===== src/hdl/brad_pkg.sv =====
// Shared widths, types and sequencer states of the bounding radius block.
package brad_pkg;

  localparam int MAX_VERTICES = 4096;

  localparam int COORD_W    = 16;
  localparam int DIST_W     = 16;
  localparam int SQ_W       = 32;
  localparam int SUM_W      = 28;
  localparam int CNT_W      = $clog2(MAX_VERTICES + 1);
  localparam int SQRT_STEPS = SQ_W / 2;
  localparam int DIV_STEPS  = SUM_W;
  localparam int SQRT_CW    = $clog2(SQRT_STEPS);
  localparam int DIV_CW     = $clog2(DIV_STEPS);

  typedef logic [COORD_W-1:0] coord_t;
  typedef logic [DIST_W-1:0]  dist_t;
  typedef logic [SQ_W-1:0]    sq_t;
  typedef logic [SUM_W-1:0]   sum_t;
  typedef logic [CNT_W-1:0]   cnt_t;

  localparam sum_t SUM_LIMIT = '1;

  typedef enum logic [2:0] {
    ST_IDLE,
    ST_SQ,
    ST_RSTART,
    ST_RWAIT,
    ST_ACC,
    ST_DSTART,
    ST_DWAIT,
    ST_DONE
  } brad_state_t;

endpackage


===== src/hdl/brad_sqrt.sv =====
// Bit-serial floor square root: two radicand bits in, one root bit out per cycle.
module brad_sqrt (
  input  logic            clk,
  input  logic            rst_n,
  input  logic            start,
  input  brad_pkg::sq_t   radicand,
  output logic            done,
  output brad_pkg::dist_t root
);

  logic                                run_r;
  logic                                done_r;
  logic [brad_pkg::SQRT_CW-1:0]        step_r;
  brad_pkg::sq_t                       rad_r;
  logic [brad_pkg::DIST_W:0]           rem_r;
  brad_pkg::dist_t                     root_r;

  logic [brad_pkg::DIST_W+2:0]         rem_sh;
  logic [brad_pkg::DIST_W+2:0]         trial;
  logic [brad_pkg::DIST_W+2:0]         rem_diff;
  logic                                fits;
  logic                                last_step;

  // Bring down the next radicand pair and try root*4+1 against the remainder.
  assign rem_sh    = {rem_r, rad_r[brad_pkg::SQ_W-1 -: 2]};
  assign trial     = {1'b0, root_r, 2'b01};
  assign fits      = (rem_sh >= trial);
  assign rem_diff  = fits ? (rem_sh - trial) : rem_sh;
  assign last_step = (step_r == brad_pkg::SQRT_CW'(brad_pkg::SQRT_STEPS - 1));

  always_ff @(posedge clk) begin
    if (!rst_n) begin
      run_r  <= 1'b0;
      done_r <= 1'b0;
      step_r <= '0;
    end else begin
      done_r <= run_r && last_step;
      if (start) begin
        run_r  <= 1'b1;
        step_r <= '0;
      end else if (run_r) begin
        step_r <= step_r + 1'b1;
        if (last_step) begin
          run_r <= 1'b0;
        end
      end
    end
  end

  always_ff @(posedge clk) begin
    if (start) begin
      rad_r  <= radicand;
      rem_r  <= '0;
      root_r <= '0;
    end else if (run_r) begin
      rad_r  <= {rad_r[brad_pkg::SQ_W-3:0], 2'b00};
      rem_r  <= rem_diff[brad_pkg::DIST_W:0];
      root_r <= {root_r[brad_pkg::DIST_W-2:0], fits};
    end
  end

  assign done = done_r;
  assign root = root_r;

endmodule


===== src/hdl/brad_div.sv =====
// Bit-serial restoring divider: one quotient bit per cycle for the average.
module brad_div (
  input  logic           clk,
  input  logic           rst_n,
  input  logic           start,
  input  brad_pkg::sum_t dividend,
  input  brad_pkg::cnt_t divisor,
  output logic           done,
  output brad_pkg::sum_t quotient
);

  logic                        run_r;
  logic                        done_r;
  logic [brad_pkg::DIV_CW-1:0] step_r;
  brad_pkg::sum_t              quo_r;
  brad_pkg::cnt_t              rem_r;
  brad_pkg::cnt_t              dvs_r;

  logic [brad_pkg::CNT_W:0]    rem_sh;
  logic [brad_pkg::CNT_W:0]    rem_diff;
  logic                        fits;
  logic                        last_step;

  // Shift the next dividend bit into the remainder; subtract when it fits.
  assign rem_sh    = {rem_r, quo_r[brad_pkg::SUM_W-1]};
  assign fits      = (rem_sh >= {1'b0, dvs_r});
  assign rem_diff  = fits ? (rem_sh - {1'b0, dvs_r}) : rem_sh;
  assign last_step = (step_r == brad_pkg::DIV_CW'(brad_pkg::DIV_STEPS - 1));

  always_ff @(posedge clk) begin
    if (!rst_n) begin
      run_r  <= 1'b0;
      done_r <= 1'b0;
      step_r <= '0;
    end else begin
      done_r <= run_r && last_step;
      if (start) begin
        run_r  <= 1'b1;
        step_r <= '0;
      end else if (run_r) begin
        step_r <= step_r + 1'b1;
        if (last_step) begin
          run_r <= 1'b0;
        end
      end
    end
  end

  always_ff @(posedge clk) begin
    if (start) begin
      quo_r <= dividend;
      rem_r <= '0;
      dvs_r <= divisor;
    end else if (run_r) begin
      quo_r <= {quo_r[brad_pkg::SUM_W-2:0], fits};
      rem_r <= rem_diff[brad_pkg::CNT_W-1:0];
    end
  end

  assign done     = done_r;
  assign quotient = quo_r;

endmodule


===== src/hdl/bounding_radius_avg_max_top.sv =====
// Bounding sphere radius: mean and peak vertex distance over a vertex set.
//
// Input channel in_*: one vertex per item, signed Q8.8 x, y, z in in_tdata and
// in_tlast marking the final vertex of the set. Result channel out_*: one item
// per set, sent after the vertex marked last, holding the truncated mean and
// the peak distance (unsigned Q8.8) and the overflow flag in out_tuser.
// A set longer than MAX_VERTICES vertices saturates the count; the extra
// vertices still count toward the peak and raise overflow.
//
// Each vertex is taken in the accept state, squared one coordinate at a time on
// the shared 16x16 squarer, rooted by the bit-serial square root (16 root bits)
// once started, and then accumulated; no new vertex is taken meanwhile. After the
// last vertex the block starts the bit-serial divider (28 quotient bits) and,
// once it is done, loads the output register, which raises out_tvalid.
//
// The output register holds a result until out_tready; new vertices are taken
// meanwhile, and only a following result waits in the done state for the
// register to drain. Reset (rst_n low, synchronous) clears the sums, count,
// peak, overflow and any pending result.
module bounding_radius_avg_max_top (
  input  logic        clk,
  input  logic        rst_n,
  input  logic        in_tvalid,
  output logic        in_tready,
  input  logic [47:0] in_tdata,   // pos_x [15:0], pos_y [31:16], pos_z [47:32]
  input  logic        in_tlast,   // last_vertex
  output logic        out_tvalid,
  input  logic        out_tready,
  output logic [31:0] out_tdata,  // mean distance [15:0], peak distance [31:16]
  output logic        out_tuser   // overflow
);

  brad_pkg::brad_state_t state_r;
  brad_pkg::brad_state_t state_nxt;

  brad_pkg::coord_t x_r;
  brad_pkg::coord_t y_r;
  brad_pkg::coord_t z_r;
  logic             last_r;
  logic [1:0]       sq_idx_r;
  brad_pkg::sq_t    sq_acc_r;

  brad_pkg::sum_t   sum_r;
  brad_pkg::dist_t  max_r;
  brad_pkg::cnt_t   cnt_r;
  logic             ovf_r;

  logic             out_valid_r;
  brad_pkg::dist_t  out_avg_r;
  brad_pkg::dist_t  out_max_r;
  logic             out_ovf_r;

  logic             sqrt_start;
  logic             sqrt_done;
  brad_pkg::dist_t  vtx_dist;
  logic             div_start;
  logic             div_done;
  brad_pkg::sum_t   quot;
  logic             out_load;

  brad_pkg::coord_t coord_sel;
  brad_pkg::coord_t coord_abs;
  brad_pkg::sq_t    coord_sq;
  logic [brad_pkg::SUM_W:0] sum_add;

  always_comb begin
    unique case (sq_idx_r)
      2'd0:    coord_sel = x_r;
      2'd1:    coord_sel = y_r;
      default: coord_sel = z_r;
    endcase
  end

  // Two's complement negate also maps -32768 to the magnitude 32768.
  assign coord_abs = coord_sel[brad_pkg::COORD_W-1] ? (~coord_sel + 1'b1) : coord_sel;
  assign coord_sq  = coord_abs * coord_abs;
  assign sum_add   = {1'b0, sum_r} +
                     {{(brad_pkg::SUM_W - brad_pkg::DIST_W + 1){1'b0}}, vtx_dist};

  brad_sqrt u_sqrt (
    .clk      (clk),
    .rst_n    (rst_n),
    .start    (sqrt_start),
    .radicand (sq_acc_r),
    .done     (sqrt_done),
    .root     (vtx_dist)
  );

  brad_div u_div (
    .clk      (clk),
    .rst_n    (rst_n),
    .start    (div_start),
    .dividend (sum_r),
    .divisor  (cnt_r),
    .done     (div_done),
    .quotient (quot)
  );

  always_comb begin
    state_nxt = state_r;
    unique case (state_r)
      brad_pkg::ST_IDLE:   if (in_tvalid) state_nxt = brad_pkg::ST_SQ;
      brad_pkg::ST_SQ:     if (sq_idx_r == 2'd2) state_nxt = brad_pkg::ST_RSTART;
      brad_pkg::ST_RSTART: state_nxt = brad_pkg::ST_RWAIT;
      brad_pkg::ST_RWAIT:  if (sqrt_done) state_nxt = brad_pkg::ST_ACC;
      brad_pkg::ST_ACC:    state_nxt = last_r ? brad_pkg::ST_DSTART : brad_pkg::ST_IDLE;
      brad_pkg::ST_DSTART: state_nxt = brad_pkg::ST_DWAIT;
      brad_pkg::ST_DWAIT:  if (div_done) state_nxt = brad_pkg::ST_DONE;
      brad_pkg::ST_DONE:   if (!out_valid_r) state_nxt = brad_pkg::ST_IDLE;
      default:             state_nxt = brad_pkg::ST_IDLE;
    endcase
  end

  always_comb begin
    in_tready  = (state_r == brad_pkg::ST_IDLE);
    sqrt_start = (state_r == brad_pkg::ST_RSTART);
    div_start  = (state_r == brad_pkg::ST_DSTART);
    out_load   = (state_r == brad_pkg::ST_DONE) && !out_valid_r;
  end

  always_ff @(posedge clk) begin
    if (!rst_n) begin
      state_r     <= brad_pkg::ST_IDLE;
      sq_idx_r    <= '0;
      sum_r       <= '0;
      max_r       <= '0;
      cnt_r       <= '0;
      ovf_r       <= 1'b0;
      out_valid_r <= 1'b0;
    end else begin
      state_r <= state_nxt;

      if (state_r == brad_pkg::ST_IDLE) begin
        sq_idx_r <= '0;
      end else if (state_r == brad_pkg::ST_SQ) begin
        sq_idx_r <= sq_idx_r + 1'b1;
      end

      if (state_r == brad_pkg::ST_ACC) begin
        if (cnt_r >= brad_pkg::cnt_t'(brad_pkg::MAX_VERTICES)) begin
          ovf_r <= 1'b1;
        end else begin
          cnt_r <= cnt_r + 1'b1;
          // Saturate on carry out of the sum.
          sum_r <= sum_add[brad_pkg::SUM_W] ? brad_pkg::SUM_LIMIT
                                            : sum_add[brad_pkg::SUM_W-1:0];
        end
        if (vtx_dist > max_r) begin
          max_r <= vtx_dist;
        end
      end

      if (out_load) begin
        sum_r <= '0;
        max_r <= '0;
        cnt_r <= '0;
        ovf_r <= 1'b0;
      end

      if (out_load) begin
        out_valid_r <= 1'b1;
      end else if (out_tready) begin
        out_valid_r <= 1'b0;
      end
    end
  end

  always_ff @(posedge clk) begin
    if (in_tvalid && in_tready) begin
      x_r    <= in_tdata[15:0];
      y_r    <= in_tdata[31:16];
      z_r    <= in_tdata[47:32];
      last_r <= in_tlast;
    end
    if (state_r == brad_pkg::ST_IDLE) begin
      sq_acc_r <= '0;
    end else if (state_r == brad_pkg::ST_SQ) begin
      sq_acc_r <= sq_acc_r + coord_sq;
    end
    if (out_load) begin
      out_avg_r <= (cnt_r != '0) ? quot[brad_pkg::DIST_W-1:0] : '0;
      out_max_r <= max_r;
      out_ovf_r <= ovf_r;
    end
  end

  assign out_tvalid = out_valid_r;
  assign out_tdata  = {out_max_r, out_avg_r};
  assign out_tuser  = out_ovf_r;

endmodule


===== config.mk =====
export PLATFORM = sky130hd
export DESIGN_NAME = bounding_radius_avg_max_top
export DESIGN_NICKNAME = d
export VERILOG_FILES = /design/src/hdl/brad_pkg.sv /design/src/hdl/brad_sqrt.sv /design/src/hdl/brad_div.sv /design/src/hdl/bounding_radius_avg_max_top.sv
export SDC_FILE = /design/constraint.sdc
export NUM_CORES = 1
export LEC_CHECK = 0
export ABC_AREA = 1
export BUFFER_PORTS_ARGS = -buffer_cell sky130_fd_sc_hd__buf_2
export CORE_MARGIN = 5
export CORE_UTILIZATION = 50
export CTS_CLUSTER_DIAMETER = 60
export DETAILED_ROUTE_END_ITERATION = 7
export GPL_ROUTABILITY_DRIVEN = 0
export GPL_TIMING_DRIVEN = 0
export PLACE_DENSITY = 0.66
export SETUP_SLACK_MARGIN = 0.15
export SYNTH_ARGS = -nofsm -noshare
export SYNTH_HDL_FRONTEND = slang
export SYNTH_SLANG_ARGS = --single-unit

===== constraint.sdc =====
create_clock -name clk -period 7.65 [get_ports clk]
set_clock_uncertainty 0.15 [all_clocks]
set_input_delay 0.3825 -clock clk [delete_from_list [all_inputs] [get_ports clk]]
set_output_delay 0.3825 -clock clk [all_outputs]
set_load 0.01 [all_outputs]

==> flow_metrics.py, run 1 <==
metrics = {
    "detailed_routing": {
        "wirelength_um": 64500,
        "wire_per_inst_um": 16.8,
        "vias_per_cell": 5.34,
        "drt.antenna.violating_nets": 0,
        "drt-initial-drc-count": 1532,
        "drc": 0,
        "drtPass1Iterations": 8,
        "vias": 20500,
    },
    "clocking": {
        "clkSlewWorstSetupHoldPaths_ns": 0.06,
        "cts_tree": "built",
        "cts_root_buffer": "clkbuf_16",
        "htreeDepth": 2,
        "clock-sinks": 310,
        "clockBufferDepth": 3,
        "clk_latency_ns": 0.57,
        "cts_buffers": 39,
    },
    "worst_setup_path": {
        "endpoint_kind": "flop",
        "required_ns": 7.97,
        "r2r_cells": 39,
        "path_common_cell": "fa_1",
        "slowest_delay_ns": 0.63,
        "worstPathMaxFanout": 10,
        "cpMaxStageDelayCell": "fa_1",
        "crit_type": "reg2reg",
        "cp-start-kind": "flop",
        "r2r_end": "sq_acc_r[26]",
        "r2r_slack_ns": 0.23,
        "r2r-start": "sq_idx_r[1]",
        "critical_path_arrival_ns": 7.74,
    },
    "finish": {
        "layout-area-overhead-vs-synth_pct": 20.8,
        "antenna-diode-count": 0,
        "drive_above_1_share": 0.163,
        "fin_nets": 3622,
    },
    "die": {
        "die_area_um2": 52700,
        "core-area_um2": 47700,
        "die_w_um": 230,
        "initial_core_util": 0.505,
        "rows": 80,
        "ios": 88,
        "die_y_um": 230,
    },
    "timing": {
        "fin_crit_sh": 0.970,
        "hold_ws_ns": 0.129,
        "slew_viol_final": 0,
        "finalWorstSetupSlack_ns": 0.226,
        "setup_viol": 0,
        "hold_viol_final": 0,
        "period_minus_slack_ns": 7.42,
        "relSlewSlack": 0.240,
        "tightest_slew_ns": 1.14,
        "max_freq_ghz": 0.135,
        "rsz0062_at_grt": "true",
    },
    "logic_synthesis": {
        "ys_async_sr_fraction": 0,
        "synth-seq-cells": 310,
        "synth_top_area_share": 0.193,
        "synth_area_leaders": "edfxtp_1, fa_1, dfxtp_1",
        "synth_cell_types": 60,
        "synth_top_cell_by_area": "edfxtp_1",
        "ys_seq_area_frac": 0.322,
        "syn_inst": 2930,
        "ys.flop_type": "edfxtp_1",
        "synth-edff-count": 155,
        "avgSynthCellArea_um2": 8.23,
        "netlist_area_um2": 24100,
        "synthTopCellsByCount": "inv_1, nand2_1, nor2_1",
        "yosysWarningCount": 0,
        "yosysMostFrequentCell": "inv_1",
    },
    "outcome": {
        "outcome": "finished clean",
    },
    "grt": {
        "grt_util_all_layers": 0.240,
        "grt_pass1_wl_um": 104000,
        "grt_max_degree": 35,
        "antenna_found_initial": 0,
        "grt_pass1_vias": 20500,
        "grt_remaining_overflow": 0,
    },
    "hold_path": {
        "hold_path_class": "in2reg",
        "worstHoldPathCells": 5,
        "min_from": "in_tvalid",
        "holdPathEnd": "state_r[1]",
    },
    "placed_design": {
        "dpl.hpwl_um": 49300,
        "dpl_worst_slack_ns": -1.17,
        "portBuffers": 87,
    },
    "job": {
        "cap_viol_max_count": 0,
    },
}
## through the flow
step | setup TNS (ns) | std cells | instance area [um2] | util
2_1_floorplan | 0 | 2938 | 24100 | -
4_1_cts | 0 | 3796 | 28000 | 0.587
5_1_grt | -0.220 | 3848 | 29100 | 0.610
3_3_place_gp | -24.78 | 3640 | 25300 | 0.531
3_5_place_dp | -18.97 | 3646 | 25400 | 0.532
6_report | 0 | 3848 | 29100 | 0.610
## flip-flops by register name (all words and copies together), names as in the netlist, 17 cells and up
register,cells
u_sqrt.rem_r,17
u_div.quotient,28
sum_r,28
u_sqrt.rad_r,32
sq_acc_r,32
## cells in the final DEF, fill, tap and decap left out, types with 11 or more instances in the layout
master	n
a22oi_1	16
o21ai_1	20
a21oi_2	24
nand2_2	31
fa_1	193
edfxtp_1	155
o21ai_0	169
a21o_1	12
a21oi_1	145
buf_2	94
ha_1	150
a31oi_1	19
clkinv_1	11
xor2_1	28
nor3_1	27
nand4_1	37
clkbuf_16	40
dfxtp_1	153
inv_2	45
nand3_1	100
nor2_2	28
buf_4	71
nor2_4	30
xnor2_1	20
dlygate4sd3_1	51
inv_1	584
nand2_1	492
nand2_4	27
buf_12	11
nor2_1	193
o211ai_1	16
clkbuf_1	54
ha_4	17
## logic make-up after synthesis
logic type | after synthesis | synth area share
flops | 310 | 0.322
fa+ha+maj | 366 | 0.251
other cells | 2 | 0.000312
compound gates | 475 | 0.111
buf+inv | 713 | 0.116
xor+xnor | 50 | 0.0182
simple gates | 1014 | 0.181
## timing repair
item                       4_1_cts  5_1_grt
hold buffers                    51        0
gates cloned                     0        1
hold endpoints to repair        51        0
resized for setup              152      180
buffers inserted                28       50
pin swaps                       46      135
setup endpoints to repair       23       23
## metal layers
metal,GRT usage,wire length (um),vias up
li1,-,-,9850
met1,0.308,26200,9781
met2,0.409,31400,740
met3,0.0310,3980,169
met4,0.101,2930,0
met5,0,0,-
## critical path, delay by kind of cell, from the launching register on
| kind | cells | cell delay (ns) |
|---|---|---|
| adder cells (fa/ha/maj) | 8 | 3.36 |
| buffers and inverters | 15 | 1.62 |
| flip-flops | 1 | 0.36 |
| AND/OR/NAND/NOR | 15 | 1.68 |
| AO/OA/AOI/OAI | 1 | 0.17 |
## cell type report
cell class	instances	area, um2
clock inverters	22	264
multi-input cells	1915	14600
plain buffers	72	452
repair buffers	224	1760
flip-flops and latches	310	7760
well taps	615	769
fillers	4039	18600
inverters	641	2460
clock buffers	49	1040
## how the worst max path moves through the flow
stage / from / to / slack (ns) / depth (start not counted)
5_1_grt: sq_idx_r[1] / sq_acc_r[25] / -0.08 / 34
3_3_place_gp: sq_idx_r[0] / sq_acc_r[18] / -1.09 / 38
6_report: sq_idx_r[1] / sq_acc_r[26] / 0.23 / 39
3_5_place_dp: sq_idx_r[0] / sq_acc_r[18] / -1.17 / 38
4_1_cts: sq_idx_r[0] / sq_acc_r[27] / 0.15 / 40
2_1_floorplan: sq_idx_r[0] / sq_acc_r[24] / 0.17 / 37
Power of run 1 is not shown: default switching activity piles up to over one toggle a cycle in this logic, so the estimate is an artifact.
==> inputs of run 2 (changes only) <==
--- a/config.mk
+++ b/config.mk
@@ -7,14 +7,17 @@
 export LEC_CHECK = 0
 export ABC_AREA = 1
 export BUFFER_PORTS_ARGS = -buffer_cell sky130_fd_sc_hd__buf_2
+export CELL_PAD_IN_SITES_DETAIL_PLACEMENT = 1
+export CELL_PAD_IN_SITES_GLOBAL_PLACEMENT = 2
 export CORE_MARGIN = 5
-export CORE_UTILIZATION = 50
+export CORE_UTILIZATION = 35
 export CTS_CLUSTER_DIAMETER = 60
 export DETAILED_ROUTE_END_ITERATION = 7
 export GPL_ROUTABILITY_DRIVEN = 0
 export GPL_TIMING_DRIVEN = 0
-export PLACE_DENSITY = 0.66
+export PLACE_DENSITY = 0.74
 export SETUP_SLACK_MARGIN = 0.15
+export SKIP_LAST_GASP = 1
 export SYNTH_ARGS = -nofsm -noshare
 export SYNTH_HDL_FRONTEND = slang
 export SYNTH_SLANG_ARGS = --single-unit
==> flow_metrics.py, run 2 (same netlist as run 1, synthesis figures left out) <==
metrics = {
    "outcome": {
        "outcome": "finished clean",
    },
    "worst_setup_path": {
        "path_common_cell": "fa_1",
        "critical_path_arrival_ns": 7.73,
        "cp-start-kind": "flop",
        "r2r_cells": 39,
        "r2r-start": "sq_idx_r[0]",
        "slowest_delay_ns": 0.57,
        "r2r_end": "sq_acc_r[23]",
        "crit_type": "reg2reg",
        "required_ns": 8.01,
        "endpoint_kind": "flop",
        "r2r_slack_ns": 0.29,
        "cpMaxStageDelayCell": "fa_1",
        "worstPathMaxFanout": 8,
    },
    "timing": {
        "rsz0062_at_grt": "true",
        "slew_viol_final": 0,
        "period_minus_slack_ns": 7.36,
        "tightest_slew_ns": 1.18,
        "fin_tns_setup_ns": 0,
        "max_freq_ghz": 0.136,
        "fin_crit_sh": 0.963,
        "relSlewSlack": 0.213,
        "hold_viol_final": 0,
        "setup_viol": 0,
    },
    "finish": {
        "antenna-diode-count": 0,
        "reg_top3": "sq_acc_r (32), u_sqrt.rad_r (32)",
        "fin_cells": 4165,
        "fin_nets": 3666,
        "drive_above_1_share": 0.198,
        "layout-area-overhead-vs-synth_pct": 26.4,
        "mostFrequentLayoutCells": "inv_1, nand2_1, fa_1",
        "final_common_cell": "inv_1",
    },
    "clocking": {
        "clockBufferDepth": 3,
        "htreeDepth": 2,
        "clk_latency_ns": 0.58,
        "cts_root_buffer": "clkbuf_16",
        "clock-sinks": 310,
        "cts_buffers": 46,
        "clkSlewWorstSetupHoldPaths_ns": 0.06,
        "cts_tree": "built",
    },
    "die": {
        "die_area_um2": 74200,
        "rows": 96,
        "ios": 88,
        "initial_core_util": 0.352,
        "die_w_um": 272,
        "core-area_um2": 68500,
        "die_y_um": 272,
    },
    "grt": {
        "grt_max_degree": 37,
        "grt_pass1_vias": 22500,
        "grt_pass1_wl_um": 121000,
        "antenna_found_initial": 0,
        "grt_remaining_overflow": 0,
        "grt_util_all_layers": 0.205,
    },
    "detailed_routing": {
        "drc": 0,
        "drt-initial-drc-count": 895,
        "drt.antenna.violating_nets": 0,
        "vias_per_cell": 4.98,
        "drtPass1Iterations": 5,
        "vias": 20700,
        "wirelength_um": 78200,
        "wire_per_inst_um": 18.8,
    },
    "hold_path": {
        "holdPathEnd": "sq_idx_r[1]",
        "min_from": "rst_n",
        "hold_path_class": "in2reg",
        "worstHoldPathCells": 3,
    },
    "placed_design": {
        "dpl.hpwl_um": 59800,
        "portBuffers": 87,
        "placed_cells": 3912,
    },
    "job": {
        "cap_viol_max_count": 0,
    },
}
-- run 2: through the flow --
step / setup WS (ns) / cell area (um2) / hold WS, ns / util
after floorplan: 0.165 / 24100 / 0.258 / -
after global placement: -1.61 / 25700 / 0.269 / 0.375
after detailed placement: -1.71 / 25700 / 0.271 / 0.376
after CTS: 0.139 / 29100 / 0.00289 / 0.424
after global routing: -0.0557 / 30500 / 0.0330 / 0.445
final: 0.285 / 30500 / 0.0334 / 0.445
-- run 2: what timing repair did --
| item | in CTS | in global routing |
|---|---|---|
| hold buffers | 50 | 0 |
| gates resized for setup | 220 | 230 |
| pin swaps | 78 | 112 |
| setup buffers | 51 | 65 |
| cloned | 1 | 2 |
| hold endpoints to repair | 50 | 0 |
| endpoints found under the setup margin | 24 | 23 |
-- run 2: layer usage --
metal | part of all wire | vias to the layer above | global-route usage
met5 | 0 | - | 0
met4 | 0.039 | 0 | 0.0644
met3 | 0.035 | 150 | 0.0268
met2 | 0.50 | 349 | 0.373
met1 | 0.42 | 10300 | 0.251
li1 | - | 9943 | -
-- run 2: how the worst max path moves through the flow --
stage / from / to / slack [ns] / cells after the start
finish: sq_idx_r[0] / sq_acc_r[23] / 0.29 / 39
global route: sq_idx_r[0] / sq_acc_r[27] / -0.06 / 38
CTS: sq_idx_r[0] / sq_acc_r[31] / 0.14 / 38
detailed placement: sq_idx_r[0] / sq_acc_r[18] / -1.71 / 38
global placement: sq_idx_r[0] / sq_acc_r[18] / -1.61 / 38
floorplan: sq_idx_r[0] / sq_acc_r[24] / 0.17 / 37
-- run 2: critical path: cells and delay by family, from the launching register on --
family / cells / cell delay, ns
simple gates: 14 / 1.49
fa+ha+maj: 8 / 3.61
compound gates: 4 / 0.42
buf+inv: 13 / 1.22
flops: 1 / 0.38
-- run 2: cell type report --
class / count / area [um2]
multi-input combinational: 1916 / 15100
inverter: 641 / 2480
clock inverter: 27 / 332
timing repair buffer: 260 / 2000
sequential: 310 / 7760
buffer: 72 / 483
fill: 8040 / 38000
tap: 882 / 1100
clock buffer: 57 / 1240
Power of run 2 is left out for the same reason.
==> inputs of run 3 (changes only) <==
--- a/config.mk
+++ b/config.mk
@@ -6,16 +6,18 @@
 export NUM_CORES = 1
 export LEC_CHECK = 0
 export ABC_AREA = 1
-export BUFFER_PORTS_ARGS = -buffer_cell sky130_fd_sc_hd__buf_2
 export CELL_PAD_IN_SITES_DETAIL_PLACEMENT = 1
 export CELL_PAD_IN_SITES_GLOBAL_PLACEMENT = 2
 export CORE_MARGIN = 5
-export CORE_UTILIZATION = 35
+export CORE_UTILIZATION = 37
+export CTS_BUF_LIST = sky130_fd_sc_hd__clkbuf_4 sky130_fd_sc_hd__clkbuf_8
 export CTS_CLUSTER_DIAMETER = 60
 export DETAILED_ROUTE_END_ITERATION = 7
+export DONT_BUFFER_PORTS = 1
 export GPL_ROUTABILITY_DRIVEN = 0
 export GPL_TIMING_DRIVEN = 0
-export PLACE_DENSITY = 0.74
+export MAX_ROUTING_LAYER = met4
+export PLACE_DENSITY = 0.76
 export SETUP_SLACK_MARGIN = 0.15
 export SKIP_LAST_GASP = 1
 export SYNTH_ARGS = -nofsm -noshare
==> flow_metrics.py, run 3 (same netlist as run 1, synthesis figures left out) <==
metrics = {
    "finish": {
        "final_common_cell": "inv_1",
        "mostFrequentLayoutCells": "inv_1, nand2_1, nor2_1",
        "fin_nets": 3565,
        "fin_util": 0.452,
        "layout-area-overhead-vs-synth_pct": 21.0,
        "final_area_um2": 29200,
        "reg_top3": "sq_acc_r (32), u_sqrt.rad_r (32)",
        "drive_above_1_share": 0.164,
    },
    "timing": {
        "fin_tns_setup_ns": 0,
        "fin_crit_sh": 0.982,
        "tightest_slew_ns": 1.23,
        "period_minus_slack_ns": 7.51,
        "relSlewSlack": 0.178,
        "max_freq_ghz": 0.133,
        "setup_viol": 0,
        "rsz0062_at_grt": "true",
        "hold_viol_final": 0,
        "slew_viol_final": 0,
    },
    "worst_setup_path": {
        "crit_type": "reg2reg",
        "r2r_cells": 43,
        "crit_cells": 43,
        "cpMaxStageDelayCell": "fa_1",
        "cp_num_buf_inv": 17,
        "slowest_delay_ns": 0.56,
        "path_common_cell": "inv_2",
        "cp-start-kind": "flop",
        "endpoint_kind": "flop",
        "worstPathMaxFanout": 6,
        "critical-path-top-delay-family": "adder cells",
        "required_ns": 8.02,
        "critical_path_arrival_ns": 7.89,
    },
    "detailed_routing": {
        "drc": 0,
        "wire_per_inst_um": 18.8,
        "vias": 20300,
        "vias_per_cell": 5.01,
        "drtPass1Iterations": 6,
        "wirelength_um": 76300,
        "drt.antenna.violating_nets": 0,
        "drt-initial-drc-count": 928,
    },
    "hold_path": {
        "hold_path_class": "in2reg",
        "worstHoldPathCells": 1,
    },
    "clocking": {
        "clock-sinks": 310,
        "cts_root_buffer": "clkbuf_8",
        "clk_latency_ns": 0.65,
        "cts_buffers": 58,
        "clockBufferDepth": 3,
        "htreeDepth": 2,
        "cts_tree": "built",
        "clkSlewWorstSetupHoldPaths_ns": 0.06,
    },
    "die": {
        "initial_core_util": 0.374,
        "die_area_um2": 70300,
        "die_w_um": 265,
        "die_y_um": 265,
        "rows": 93,
        "core-area_um2": 64500,
        "ios": 88,
    },
    "grt": {
        "grt_pass1_wl_um": 119000,
        "grt_pass1_vias": 22000,
        "antenna_found_initial": 1,
        "grt_max_degree": 39,
        "grt_util_all_layers": 0.219,
        "grt_remaining_overflow": 0,
    },
    "outcome": {
        "outcome": "finished clean",
    },
    "job": {
        "cap_viol_max_count": 0,
    },
    "placed_design": {
        "portBuffers": 0,
        "dpl_cell_area_um2": 25300,
        "dpl.hpwl_um": 59500,
    },
}
==> run 3: changes by cell type in the layout (fill, tap and decap cells not counted), sizes merged <==
cell | before | now
dlygate4sd3 | 50 | 52
inv | 644 | 632
nand2 | 553 | 552
clkinv | 12 | 28
diode | 0 | 2
clkinvlp | 7 | 6
buf | 234 | 120
clkbuf | 105 | 127
==> run 3: worst reg2reg max path, delay by kind of cell (launching register included) <==
| kind | cells | cell delay [ns] |
|---|---|---|
| adder cells (fa/ha/maj) | 9 | 3.70 |
| buffers and inverters | 17 | 1.48 |
| AND/OR/NAND/NOR | 14 | 1.31 |
| flip-flops | 1 | 0.38 |
| AO/OA/AOI/OAI | 3 | 0.38 |
==> run 3: layer usage <==
metal / vias to the layer above / global-route usage / part of all wire
met5: - / - / 0
met4: 0 / 0.0772 / 0.035
met3: 140 / 0.0248 / 0.026
met2: 296 / 0.396 / 0.52
met1: 10100 / 0.252 / 0.42
li1: 9746 / - / -
==> run 3: area by class of cell <==
type	instances	area [um2]
Fill cell	7615	35300
Multi-Input combinational cell	1915	14800
Sequential cell	310	7760
Inverter	641	2470
Timing Repair Buffer	148	1360
Tap cell	855	1070
Clock buffer	79	975
Buffer	72	465
Clock inverter	30	290
Antenna cell	2	5.00
==> run 3: through the flow <==
stage / hold WS, ns / cells / setup WS [ns]
6_report: 0.235 / 4052 / 0.136
5_1_grt: 0.189 / 4051 / -0.171
2_1_floorplan: 0.258 / 2938 / 0.165
4_1_cts: 0.168 / 4006 / 0.0800
3_5_place_dp: 0.265 / 3798 / -1.65
3_3_place_gp: 0.264 / 3793 / -1.57
==> run 3: path summary, 6_finish.rpt <==
path                              startpoint       endpoint  slack, ns
worst max register to register   sq_idx_r[0]   sq_acc_r[25]       0.14
worst min-delay path            in_tdata[16]         y_r[0]       0.24
worst max-delay path             sq_idx_r[0]   sq_acc_r[25]       0.14
worst min register to register     max_r[10]  out_max_r[10]       0.28
==> run 3: what timing repair did <==
| item | CTS | global route |
|---|---|---|
| hold buffers | 52 | 0 |
| cloned | 0 | 1 |
| resized for setup | 215 | 164 |
| endpoints found under the hold margin | 79 | 0 |
| setup endpoints to repair | 24 | 22 |
| pin swaps | 75 | 101 |
| buffers inserted | 47 | 43 |
Power of run 3 is left out for the same reason.
